==> src/rtl/hprs_pkg.sv <==
// Shared types and constants of the heater and pump recipe sequencer.
`default_nettype none

package hprs_pkg;

  localparam int NUM_WORKFLOWS_DEF = 8;
  localparam int MAX_STEPS_DEF     = 16;
  localparam int TEMP_MARGIN       = 5;

  typedef enum logic [2:0] {
    ACT_TICK        = 3'd0,
    ACT_START       = 3'd1,
    ACT_IDLE        = 3'd2,
    ACT_WRITE_STEP  = 3'd3,
    ACT_WRITE_COUNT = 3'd4
  } action_t;

  typedef enum logic [1:0] {
    OP_SET_TEMP  = 2'd0,
    OP_WAIT_TEMP = 2'd1,
    OP_DELAY     = 2'd2,
    OP_PUMP_RUN  = 2'd3
  } op_t;

  typedef struct packed {
    op_t         op;
    logic [15:0] value;
  } step_entry_t;

  typedef struct packed {
    logic [2:0]  action;
    logic [2:0]  wf;
    logic [3:0]  st;
    logic [1:0]  op;
    logic [15:0] val;
    logic [4:0]  cnt;
    logic [31:0] now;
    logic [15:0] temp;
  } item_t;

  typedef struct packed {
    logic        running;
    logic [4:0]  step_position;
    logic [4:0]  step_total;
    op_t         current_op;
    logic [15:0] start_value;
    logic [15:0] current_value;
    logic [15:0] target_temp;
    logic        heater_on;
    logic        pump_on;
    logic        finished;
  } result_t;

endpackage

`default_nettype wire

==> src/rtl/hprs_step_mem.sv <==
// Step table memory: one write port, one registered read port with write bypass.
`default_nettype none

module hprs_step_mem #(
  parameter int DEPTH = 128,
  parameter int AW    = 7
) (
  input  logic                      clk,
  input  logic                      wr_en,
  input  logic [AW-1:0]             wr_addr,
  input  hprs_pkg::step_entry_t     wr_data,
  input  logic                      rd_en,
  input  logic [AW-1:0]             rd_addr,
  output hprs_pkg::step_entry_t     rd_data
);
  import hprs_pkg::*;

  step_entry_t mem [DEPTH];

  always_ff @(posedge clk) begin
    if (wr_en) begin
      mem[wr_addr] <= wr_data;
    end
  end

  // A write at the same edge as the read returns the new entry.
  always_ff @(posedge clk) begin
    if (rd_en) begin
      if (wr_en && (wr_addr == rd_addr)) begin
        rd_data <= wr_data;
      end else begin
        rd_data <= mem[rd_addr];
      end
    end
  end

endmodule

`default_nettype wire

==> src/rtl/hprs_core.sv <==
// Recipe state, step sequencing and step table addressing.
`default_nettype none

module hprs_core #(
  parameter int NUM_WORKFLOWS = 8,
  parameter int MAX_STEPS     = 16,
  parameter int MEM_AW        = 7
) (
  input  logic                  clk,
  input  logic                  rst,
  input  logic                  cfg_write_en,
  input  logic [3:0]            cfg_write_data,
  input  logic                  proc,
  input  hprs_pkg::item_t       item,
  input  logic                  in_accept,
  input  logic [2:0]            in_action,
  input  logic [2:0]            in_wf,
  input  hprs_pkg::step_entry_t rd_data,
  output logic                  wr_en,
  output logic [MEM_AW-1:0]     wr_addr,
  output hprs_pkg::step_entry_t wr_data,
  output logic                  rd_en,
  output logic [MEM_AW-1:0]     rd_addr,
  output hprs_pkg::result_t     result
);
  import hprs_pkg::*;

  localparam int WF_AW = (NUM_WORKFLOWS > 1) ? $clog2(NUM_WORKFLOWS) : 1;
  localparam logic signed [17:0] MARGIN = 18'(TEMP_MARGIN);

  function automatic logic [MEM_AW-1:0] entry_addr(input logic [2:0] wf,
                                                    input logic [5:0] st);
    int a;
    a = int'(wf) * MAX_STEPS + int'(st);
    return MEM_AW'(a);
  endfunction

  logic [3:0]  wf_limit;
  logic        run,        run_next;
  logic [2:0]  act_wf,     act_wf_next;
  logic [4:0]  act_step,   act_step_next;
  logic [31:0] start_time, start_time_next;
  logic [15:0] begin_val,  begin_val_next;
  logic [15:0] latest,     latest_next;
  logic [15:0] setpoint,   setpoint_next;
  logic        heater,     heater_next;
  logic        pump,       pump_next;
  logic [4:0]  act_total,  act_total_next;
  op_t         cur_op,     cur_op_next;
  logic [15:0] cur_val,    cur_val_next;
  logic [4:0]  counts      [NUM_WORKFLOWS];
  logic [4:0]  counts_next [NUM_WORKFLOWS];
  logic        finished;
  logic        enter;

  logic [WF_AW-1:0]   wf_idx;
  logic               wf_ok;
  logic               st_ok;
  logic [4:0]         start_count;
  logic [4:0]         cnt_sat;
  logic [4:0]         step_inc;
  logic [31:0]        elapsed;
  logic signed [17:0] temp_s;
  logic signed [17:0] limit_s;
  logic               step_done;

  assign wf_idx      = WF_AW'(item.wf);
  assign wf_ok       = int'(item.wf) < NUM_WORKFLOWS;
  assign st_ok       = int'(item.st) < MAX_STEPS;
  assign start_count = counts[wf_idx];
  assign cnt_sat     = (int'(item.cnt) > MAX_STEPS) ? 5'(MAX_STEPS) : item.cnt;
  assign step_inc    = act_step + 5'd1;
  assign elapsed     = item.now - start_time;
  assign temp_s      = $signed({2'b00, item.temp});
  assign limit_s     = $signed({2'b00, cur_val}) - MARGIN;

  always_comb begin
    unique case (cur_op)
      OP_SET_TEMP:  step_done = 1'b1;
      OP_WAIT_TEMP: step_done = temp_s >= limit_s;
      OP_DELAY:     step_done = elapsed >= {16'd0, cur_val};
      OP_PUMP_RUN:  step_done = elapsed >= {16'd0, cur_val};
    endcase
  end

  always_comb begin
    run_next        = run;
    act_wf_next     = act_wf;
    act_step_next   = act_step;
    start_time_next = start_time;
    begin_val_next  = begin_val;
    latest_next     = latest;
    setpoint_next   = setpoint;
    heater_next     = heater;
    pump_next       = pump;
    act_total_next  = act_total;
    cur_op_next     = cur_op;
    cur_val_next    = cur_val;
    counts_next     = counts;
    finished        = 1'b0;
    enter           = 1'b0;
    wr_en           = 1'b0;
    wr_addr         = entry_addr(item.wf, {2'b00, item.st});
    wr_data         = '{op: op_t'(item.op), value: item.val};

    if (proc) begin
      unique case (item.action)
        ACT_TICK: begin
          if (run) begin
            unique case (cur_op)
              OP_SET_TEMP: ;
              OP_WAIT_TEMP: begin
                if (begin_val == 16'd0) begin
                  begin_val_next = item.temp;
                end
                latest_next = item.temp;
              end
              OP_DELAY,
              OP_PUMP_RUN: latest_next = elapsed[15:0];
            endcase
            if (step_done) begin
              if (cur_op == OP_PUMP_RUN) begin
                pump_next = 1'b0;
              end
              act_step_next = step_inc;
              if (step_inc >= act_total) begin
                run_next    = 1'b0;
                heater_next = 1'b0;
                finished    = 1'b1;
              end else begin
                enter = 1'b1;
              end
            end
          end
        end
        ACT_START: begin
          if (!run && ({1'b0, item.wf} < wf_limit) && wf_ok && (start_count != 5'd0)) begin
            run_next       = 1'b1;
            act_wf_next    = item.wf;
            act_step_next  = 5'd0;
            heater_next    = 1'b1;
            act_total_next = start_count;
            enter          = 1'b1;
          end
        end
        ACT_IDLE: run_next = 1'b0;
        ACT_WRITE_STEP: begin
          if (wf_ok && st_ok) begin
            wr_en = 1'b1;
            // Keep the cached copy of the active step in line with the table.
            if ((item.wf == act_wf) && ({1'b0, item.st} == act_step)) begin
              cur_op_next  = op_t'(item.op);
              cur_val_next = item.val;
            end
          end
        end
        ACT_WRITE_COUNT: begin
          if (wf_ok) begin
            counts_next[wf_idx] = cnt_sat;
            if (item.wf == act_wf) begin
              act_total_next = cnt_sat;
            end
          end
        end
        default: ;
      endcase
    end

    // The read port already holds the entry of the step being entered.
    if (enter) begin
      cur_op_next  = rd_data.op;
      cur_val_next = rd_data.value;
      if ((rd_data.op == OP_SET_TEMP) || (rd_data.op == OP_WAIT_TEMP)) begin
        begin_val_next = item.temp;
        setpoint_next  = rd_data.value;
      end else begin
        if (rd_data.op == OP_PUMP_RUN) begin
          pump_next = 1'b1;
        end
        start_time_next = item.now;
        begin_val_next  = 16'd0;
      end
      latest_next = begin_val_next;
    end
  end

  // The request arriving now is processed next, so its lookahead entry is read
  // against the state that this cycle leaves behind.
  assign rd_en   = in_accept;
  assign rd_addr = (in_action == ACT_START) ? entry_addr(in_wf, 6'd0)
                                             : entry_addr(act_wf_next,
                                                          {1'b0, act_step_next} + 6'd1);

  always_comb begin
    result.running       = run_next;
    result.step_position = act_step_next;
    result.step_total    = act_total_next;
    result.current_op    = run_next ? cur_op_next : OP_SET_TEMP;
    result.start_value   = begin_val_next;
    result.current_value = latest_next;
    result.target_temp   = setpoint_next;
    result.heater_on     = heater_next;
    result.pump_on       = pump_next;
    result.finished      = finished;
  end

  always_ff @(posedge clk) begin
    if (rst) begin
      wf_limit   <= 4'd0;
      run        <= 1'b0;
      act_wf     <= 3'd0;
      act_step   <= 5'd0;
      start_time <= 32'd0;
      begin_val  <= 16'd0;
      latest     <= 16'd0;
      setpoint   <= 16'd0;
      heater     <= 1'b0;
      pump       <= 1'b0;
      act_total  <= 5'd0;
      for (int i = 0; i < NUM_WORKFLOWS; i++) begin
        counts[i] <= 5'd0;
      end
    end else begin
      if (cfg_write_en) begin
        wf_limit <= cfg_write_data;
      end
      run        <= run_next;
      act_wf     <= act_wf_next;
      act_step   <= act_step_next;
      start_time <= start_time_next;
      begin_val  <= begin_val_next;
      latest     <= latest_next;
      setpoint   <= setpoint_next;
      heater     <= heater_next;
      pump       <= pump_next;
      act_total  <= act_total_next;
      counts     <= counts_next;
    end
  end

  always_ff @(posedge clk) begin
    if (rst) begin
      cur_op  <= OP_SET_TEMP;
      cur_val <= 16'd0;
    end else begin
      cur_op  <= cur_op_next;
      cur_val <= cur_val_next;
    end
  end

endmodule

`default_nettype wire

==> src/rtl/heater_pump_recipe_sequencer_top.sv <==
// Top level of the heater and pump recipe sequencer: request and result staging.
//
// Runs stored heater and pump recipes, one request per cycle: a request is taken
// into an input register, processed against the recipe state once the result
// register is free and written to the result register, so a result is offered
// from the cycle after its request is processed, and a new request is taken every
// cycle while results are being taken. The step table sits in a memory with one
// write port and one registered read port; the entry a request will need (the
// next step of the running workflow, or step 0 of the workflow being started) is
// read while that request is being accepted, so it is ready when the request is
// processed. The step table has no reset and needs no clearing pass: entries that
// were never written read back as unknown. The user must write workflow_count
// through cfg_write_en and cfg_write_data while the block is idle (not enforced).
`default_nettype none

module heater_pump_recipe_sequencer_top #(
  parameter int NUM_WORKFLOWS = hprs_pkg::NUM_WORKFLOWS_DEF,
  parameter int MAX_STEPS     = hprs_pkg::MAX_STEPS_DEF
) (
  input  logic        clk,
  input  logic        rst,
  input  logic        cfg_write_en,
  input  logic [3:0]  cfg_write_data,
  input  logic        in_valid,
  output logic        in_ready,
  input  logic [2:0]  action,
  input  logic [2:0]  workflow_index,
  input  logic [3:0]  step_index,
  input  logic [1:0]  step_op,
  input  logic [15:0] step_value,
  input  logic [4:0]  step_count,
  input  logic [31:0] now_ms,
  input  logic [15:0] current_temp,
  output logic        out_valid,
  input  logic        out_ready,
  output logic        running,
  output logic [4:0]  step_position,
  output logic [4:0]  step_total,
  output logic [1:0]  current_op,
  output logic [15:0] start_value,
  output logic [15:0] current_value,
  output logic [15:0] target_temp,
  output logic        heater_on,
  output logic        pump_on,
  output logic        finished
);
  import hprs_pkg::*;

  localparam int MEM_DEPTH = NUM_WORKFLOWS * MAX_STEPS;
  localparam int MEM_AW    = (MEM_DEPTH > 1) ? $clog2(MEM_DEPTH) : 1;

  logic        in_full;
  item_t       item_q;
  result_t     res_q;
  result_t     res_next;
  logic        proc;
  logic        in_accept;

  logic              wr_en;
  logic [MEM_AW-1:0] wr_addr;
  step_entry_t       wr_data;
  logic              rd_en;
  logic [MEM_AW-1:0] rd_addr;
  step_entry_t       rd_data;

  assign proc      = in_full && (!out_valid || out_ready);
  assign in_ready  = !in_full || proc;
  assign in_accept = in_valid && in_ready;

  always_ff @(posedge clk) begin
    if (rst) begin
      in_full   <= 1'b0;
      out_valid <= 1'b0;
    end else begin
      if (in_accept) begin
        in_full <= 1'b1;
      end else if (proc) begin
        in_full <= 1'b0;
      end
      if (proc) begin
        out_valid <= 1'b1;
      end else if (out_ready) begin
        out_valid <= 1'b0;
      end
    end
  end

  always_ff @(posedge clk) begin
    if (in_accept) begin
      item_q <= '{action: action, wf: workflow_index, st: step_index, op: step_op,
                  val: step_value, cnt: step_count, now: now_ms, temp: current_temp};
    end
    if (proc) begin
      res_q <= res_next;
    end
  end

  hprs_core #(
    .NUM_WORKFLOWS (NUM_WORKFLOWS),
    .MAX_STEPS     (MAX_STEPS),
    .MEM_AW        (MEM_AW)
  ) u_core (
    .clk            (clk),
    .rst            (rst),
    .cfg_write_en   (cfg_write_en),
    .cfg_write_data (cfg_write_data),
    .proc           (proc),
    .item           (item_q),
    .in_accept      (in_accept),
    .in_action      (action),
    .in_wf          (workflow_index),
    .rd_data        (rd_data),
    .wr_en          (wr_en),
    .wr_addr        (wr_addr),
    .wr_data        (wr_data),
    .rd_en          (rd_en),
    .rd_addr        (rd_addr),
    .result         (res_next)
  );

  hprs_step_mem #(
    .DEPTH (MEM_DEPTH),
    .AW    (MEM_AW)
  ) u_step_mem (
    .clk     (clk),
    .wr_en   (wr_en),
    .wr_addr (wr_addr),
    .wr_data (wr_data),
    .rd_en   (rd_en),
    .rd_addr (rd_addr),
    .rd_data (rd_data)
  );

  assign running       = res_q.running;
  assign step_position = res_q.step_position;
  assign step_total    = res_q.step_total;
  assign current_op    = res_q.current_op;
  assign start_value   = res_q.start_value;
  assign current_value = res_q.current_value;
  assign target_temp   = res_q.target_temp;
  assign heater_on     = res_q.heater_on;
  assign pump_on       = res_q.pump_on;
  assign finished      = res_q.finished;

endmodule

`default_nettype wire
==> config.mk <==
export PLATFORM = sky130hd
export DESIGN_NAME = heater_pump_recipe_sequencer_top
export DESIGN_NICKNAME = d
export VERILOG_FILES = /design/src/rtl/hprs_pkg.sv /design/src/rtl/hprs_step_mem.sv /design/src/rtl/hprs_core.sv /design/src/rtl/heater_pump_recipe_sequencer_top.sv
export SDC_FILE = /design/constraint.sdc
export NUM_CORES = 2
export LEC_CHECK = 0
export BUFFER_PORTS_ARGS = -buffer_cell sky130_fd_sc_hd__buf_2
export CELL_PAD_IN_SITES_DETAIL_PLACEMENT = 1
export CELL_PAD_IN_SITES_GLOBAL_PLACEMENT = 2
export CORE_AREA = 2 2 569 430
export CTS_CLUSTER_DIAMETER = 30
export DETAILED_ROUTE_END_ITERATION = 7
export DIE_AREA = 0 0 571 432
export PLACE_DENSITY_LB_ADDON = 0.1
export RECOVER_POWER = 50
export SYNTH_ARGS = -nofsm -noshare
export SYNTH_HDL_FRONTEND = slang
export SYNTH_SLANG_ARGS = --single-unit
==> constraint.sdc <==
create_clock -name clk -period 10.9 [get_ports clk]
set_clock_uncertainty 0.2 [all_clocks]
set_input_delay 0.545 -clock clk [delete_from_list [all_inputs] [get_ports clk]]
set_output_delay 0.545 -clock clk [all_outputs]
set_load 0.005 [all_outputs]
* Yosys cells after proc, flatten, opt, wreduce, memory -nomap -nowiden *
Memory sizes are Yosys's and may differ from the RTL's. A register that Yosys moved wholly into a read port is not among the register bits.
Index checks and enable logic that the tools add are counted.
W data, S select, Z words.

storage, ports and cells
  register bits after elaboration = 305
  bits in writable memories = 2304
  logic and storage cells = 173
  memories kept = 1

cells by class
  add/subtract/negate cells = 6
  order comparisons = 7
  equality and inequality tests = 12
  muxes and demuxes = 77
  bitwise logic cells = 2
  reductions and logical operators = 27

memory list
  name            depth  bits a word  read ports  clocked after memory_dff  write ports  line                 RTL
  u_step_mem.mem  128    18           1           1                         1            hprs_step_mem.sv:18  step_entry_t mem [DEPTH];

operators by type and width
  kind                     count
  $mux W16                 17
  $mux W5                  11
  $bwmux W40               1
  $ge A32 B16 Y1           1
  $pmux W16 S2             1
  $sub A32 B32 Y32         1
  $mux W1                  31
  $pmux W5 S2              2
  $ge A17 B18 Y1           1
  $sub A16 B3 Y17 const B  1
  $logic_not A16 Y1        1
  $bmux W5 S3              1
  $demux W5 S3             1
  $reduce_bool A2 Y1       5
  $mux W3                  3
  $mux W2                  4
  $add A7 B4 Y7            1
  $add A7 B6 Y7            1
  $mux W7                  1
  $add A5 B1 Y6 const B    1
  $eq A2 B2 Y1 const B     3
  $eq A3 B1 Y1 const B     2
  $eq A3 B2 Y1 const B     2
  $logic_and A1 B1 Y1      6
  22 further kinds         32

* Depth between registers and ports, before layout *
  depth after elaboration = 12
  depth in mapped cells = 45
  gate-level depth less buffers = 35

* Modules after synthesis *
Synthesis repeated with hierarchy kept, for this count alone.

unflattened totals
  cell total of the unflattened synthesis = 5559
  area, all modules = 104714.2 µm²

modules (own cells, without submodules)
  module                            instances  cells an instance  area an instance (µm²)
  hprs_step_mem                     1          4098               89582.2
  hprs_core                         1          1306               10674.0
  heater_pump_recipe_sequencer_top  1          155                4458.0

* Worst setup path before layout *
OpenSTA, ideal clock, no wires.

  kind = flip-flop to flip-flop
  start point = register item_q[20] in the netlist's numbering
  end point = register u_step_mem.rd_data[0] (netlist name)
  arrival time = 8174 ps
  data required time = 10435 ps
  setup slack = 2261 ps
  cell stages (with the launch flop) = 43
  cells stage by stage = edfxtp_1 -> ha_1 -> and2_1 -> a221oi_2 -> nand2_1 -> and2_1 -> o21ai_0 -> nand2b_1 -> a21oi_1 -> o21bai_1 -> xor2_1 -> ha_1 -> a21o_1 -> a21o_1 -> a21oi_1 -> nor2_1 -> a2111oi_4 -> o2111ai_2 -> [7 not listed] -> buf_1 -> buf_2 -> ha_1 -> clkbuf_1 -> clkinv_1 -> nor2_1 -> nand2_1 -> mux2_2 -> nand3_1 -> buf_4 -> buf_2 -> buf_2 -> a31oi_1 -> a221oi_1 -> nor4_1 -> a31o_2 -> a311oi_1 -> a21oi_1

RTL lines
  item                    line                                    RTL
  start, declared         heater_pump_recipe_sequencer_top.sv:53  item_t item_q;
  start signal, assigned  heater_pump_recipe_sequencer_top.sv:90  item_q <= '{action: action, wf: workflow_index, st: step_index, op: step_op,

==> results.md <==
- The flow ran to the end, but the final reports show violations.
- The checks that failed: capacitance limit, slew limit.
- Across the VDD grid, the largest voltage drop is 0.186 mV.
- The H-tree was split into 6 levels.
- The synthesized netlist devotes less than 1% of its cell area to XOR and XNOR gates.
- Across the run, the number of max-cap violations was 37.
- The fraction of the mapped netlist area in simple logic gates is 13.4%.
- The first detailed-routing pass ran for 6 iterations.
- Summed over all cells, the static leakage comes to 44.8 nW.
- The multiplexer share of the synthesized area is under 10%.
- The layout cell share with drive strength beyond 1 is between 10% and 20%.
- The count of state elements after synthesis is ~2600.
- The final layout contains between 9000 and 10000 nets.
- The proportion of synthesized chip area in sequential cells is between 70% and 80%.
- The die height is 432 um.
- The worst relative slew slack is -480%.
- The number of slew-limit violations in the final report is approximately 2600.
- The total placed instance area is between 0.1 and 0.15 mm2.
- Setup repair after global routing left no endpoint under its margin.
- The number of DRC violations after detailed routing is 0.
- The worst setup path is captured at a flip-flop.
- The startpoint class of the critical path is a flip-flop.
- The sum of overflow across all layers after global routing is 0.
- The detail route stage leaves a number of antenna-violating nets equal to 0.
- The area of all placed cells without fillers is around 0.13 mm2.
- The count of endpoints failing hold in the final timing report came to 0.
- Relative to the synthesized area, the layout overhead comes to 22.4%.
- Data arrives at the worst endpoint at ~11000 ps.
- The total wire length after detailed routing is roughly 440 mm.
- In the routed layout, each cell is associated on average with a via count of approximately 6.3.
- The final total negative setup slack is 0 ps.
- The master of the slowest instance on the critical path is a31oi_1.
- The total global-route track usage is a little over a third.
- In this run the register-to-register setup slack is between 300 and 400 ps.
- Summing the areas of all compound-gate instances in the mapped netlist gives 7.96% of the synthesized area.
- The storage element area is 0.0773 mm2.
- The number of enable flip-flop cells after synthesis is approximately 2500.
- The maximum buffer depth of the clock tree is 4.
- The most numerous cell type found on the critical path is ha_1.
- The filler cells instantiated in the layout total 23554.
- The average instance in the mapped netlist occupies roughly 13 um2.
- The TritonCTS buffer count is between 500 and 600.
- For this run, the top clock speed supported by timing is ~0.095 GHz.
- From left edge to right edge, the die measures roughly 570 um.
- In this run the power density over the cells is approximately 210 mW/mm2.
- After synthesis, the netlist uses 105 different library cells.
- The startpoint of the lowest-slack hold path is step_value[15].
- Yosys printed 0 warnings.
- The tightest min-delay check is of the in -> reg type.
- Of all cell types, the one taking the most synthesized area is edfxtp_1.
- The first routing iteration left approximately 12000 violations.
- The first global-routing pass estimated about 600 mm of wire.
- After technology mapping, the gate count stands at slightly above 8000.
- The share of synthesized registers carrying an async set or reset is 0%.
- The die covers about 0.25 mm2.
- The starting density of the core is between 40 and 50%.
- The transition time at the pin with the least slew margin is about 8700 ps.
- The most common flop cell mapped by yosys is edfxtp_1.
- Counting cells, the worst reg-to-reg path comes to 33.
- The via count of the first global-routing pass is 77504.
- In this run the cell area of the synthesized design comes to around 0.11 mm2.
- about 160 I/O pins were placed.
- The number of rows in the core area is around 160.
- Yosys attributes the largest share of cell area to edfxtp_1 69%, nand2_1 5.7%, nand3_1 3.3%.
- In the finished design, the share of the clock period the worst path needs comes to ~97%.
- Along the worst path, the maximum fanout reaches 22.
- The number of nets produced by synthesis is 8403.
- The clock transition at the registers of the reported paths is approximately 50 ps.
- Entering global routing, the biggest net connects 131 pins.
- The clock net in this run drives a total of around 2600 sinks.
- The initial antenna violation count is 42.
- The combinational family with the most area after synthesis is simple AND/OR/NAND/NOR gates.
- The proportion of netlist area held by the largest area contributor is about two thirds.
- At the end of routability-driven placement, the weighted congestion stood at around 0.91.
- For the worst setup path, the data required time is ~11000 ps.
- The root cell of the clock tree is clkbuf_16.
- Of the total synthesized cell area, the portion taken by full adders, half adders and majority gates is 0.877%.
- Along the worst hold path, the cell count comes to 2.
- The path with the worst hold slack has its endpoint at item_q[68].
- The placeable core region is approximately 0.24 mm2.
- The final-report setup violation count is 0.
- After legalization and detailed placement, the total HPWL measured approximately 260 mm.
- Across all layers, the routed design uses 78658 vias.
- The port buffer count is roughly 160.
- The insertion delay to the later sink of the worst-skew pair is ~920 ps.
- The final cell utilization of the core is 54.6%.
- The post-layout minimum cycle time is ~11000 ps.
- The startpoint identified for the worst register-to-register timing path is item_q[16].
- The setup path with the least slack is of type reg -> reg.
- The maximum single-stage delay on the critical path is slightly above 700 ps.
- The footprint of the multi-input gates is 0.0285 mm2.
- The mean routed wirelength per cell is between 30 and 40 um.
- TritonCTS built the clock tree.
- In this run the critical register-to-register path is captured at u_step_mem.rd_data[14].
==> metal layers <==
| metal | wire [um] | GRT usage, % | vias up |
|---|---|---|---|
| met1 | 185000 | 50.7 | 40854 |
| met3 | 48000 | 8.80 | 863 |
| li1 | - | - | 32346 |
| met2 | 188000 | 50.9 | 4573 |
| met5 | 154 | 0 | - |
| met4 | 16700 | 12.1 | 22 |
==> report_power, final <==
| group | internal (mW) | total (mW) | switching [mW] | leakage [nW] |
|---|---|---|---|---|
| registers | 11.2 | 11.2 | 0.0527 | 23.6 |
| logic | 0.184 | 0.797 | 0.613 | 12.9 |
| clock network | 10.3 | 15.6 | 5.39 | 8.31 |
| total | 21.6 | 27.7 | 6.06 | 44.8 |
==> cells by family (layout without fill, tap and decap cells) <==
| group | after synthesis | count (layout) |
|---|---|---|
| buffers and inverters | 614 | 1639 |
| AOI/OAI and AO/OA | 1265 | 1265 |
| muxes | 328 | 328 |
| other | 0 | 10 |
| xor gates and xnor gates | 53 | 53 |
| and+or+nand+nor | 3276 | 3276 |
| DFF | 2627 | 2627 |
| adders and majority gates | 75 | 75 |
==> per-stage QoR <==
stage / hold slack, ps / cells / setup WS [ps] / power, mW
after global routing: 117 / 12522 / 30.8 / 28.3
final: 128 / 12532 / 333 / 27.7
after global placement: 243 / 11473 / 64.4 / 12.1
after floorplan: 236 / 8238 / 2260 / 11.7
after CTS: 78.0 / 12519 / 91.2 / 27.7
after detailed placement: 248 / 11474 / 163 / 12.1
==> synthesized netlist by cell type, drive strengths merged (19+ instances only) <==
cell	n
xnor2	39
nand2	1647
buf	319
a211oi	65
a311oi	41
and3	91
nor2	399
o22ai	39
a21oi	284
mux2i	286
nor3	129
o221ai	34
dfxtp	160
ha	74
mux2	35
a221oi	69
o211ai	77
a21o	32
edfxtp	2467
nand2b	35
nor4	26
a32oi	26
o21ai	217
a31oi	151
nor2b	78
clkbuf	211
a22oi	32
inv	81
o311ai	19
nand4	60
or3	47
nand3	702
==> cell usage in the layout, fill, tap and decap left out, drive strengths merged, types with 60 or more instances in the layout <==
cell,n
nor2b,78
a211oi,65
o211ai,77
nand4,60
nand2,1647
clkbuf,766
clkinv,191
and3,91
nand3,702
mux2i,286
buf,394
a221oi,69
nor3,129
a21oi,284
o21ai,217
inv,109
edfxtp,2467
a31oi,151
ha,74
dfxtp,160
nor2,399
dlygate4sd3,99
==> registers in the layout, indices dropped and copies added (netlist names), 16 cells and up <==
signal,cells
u_step_mem.mem,2304
item_q,81
u_core.counts,40
u_core.start_time,32
u_step_mem.rd_data,18
current_value,16
start_value,16
target_temp,16
u_core.begin_val,16
u_core.cur_val,16
u_core.latest,16
u_core.setpoint,16
==> worst max path at each step <==
stage,start,end,slack (ps),depth (start not counted)
2_1_floorplan,item_q[20],u_step_mem.rd_data[0],2260,42
3_3_place_gp,item_q[20],u_step_mem.rd_data[5],60,35
3_5_place_dp,item_q[20],u_step_mem.rd_data[5],160,35
4_1_cts,item_q[26],u_step_mem.rd_data[5],90,31
5_1_grt,item_q[20],u_step_mem.rd_data[14],30,36
6_report,item_q[16],u_step_mem.rd_data[14],330,33
==> critical path, delay by kind of cell, from the launching register on <==
family | cells | cell delay, ps
compound gates | 12 | 3820
xor+xnor | 1 | 530
fa+ha+maj | 4 | 1380
buf+inv | 4 | 960
flops | 1 | 340
mux | 3 | 730
simple gates | 9 | 2300
==> area by class of cell <==
class,count,area share [%]
multi-input cells,4997,21.6
well taps,3259,3.09
inverters,84,0.245
flip-flops and latches,2627,58.5
diodes,10,0.0190
clock inverters,296,2.12
clock buffers,650,10.8
repair buffers,609,3.56
==> repair_timing <==
item                                    in CTS  in global routing
hold buffers                                99                  0
endpoints found under the setup margin       0                  5
resized for setup                            0                  9
hold endpoints to repair                   158                  0
buffers inserted                             0                  3
(Power assumes the default switching activity.)
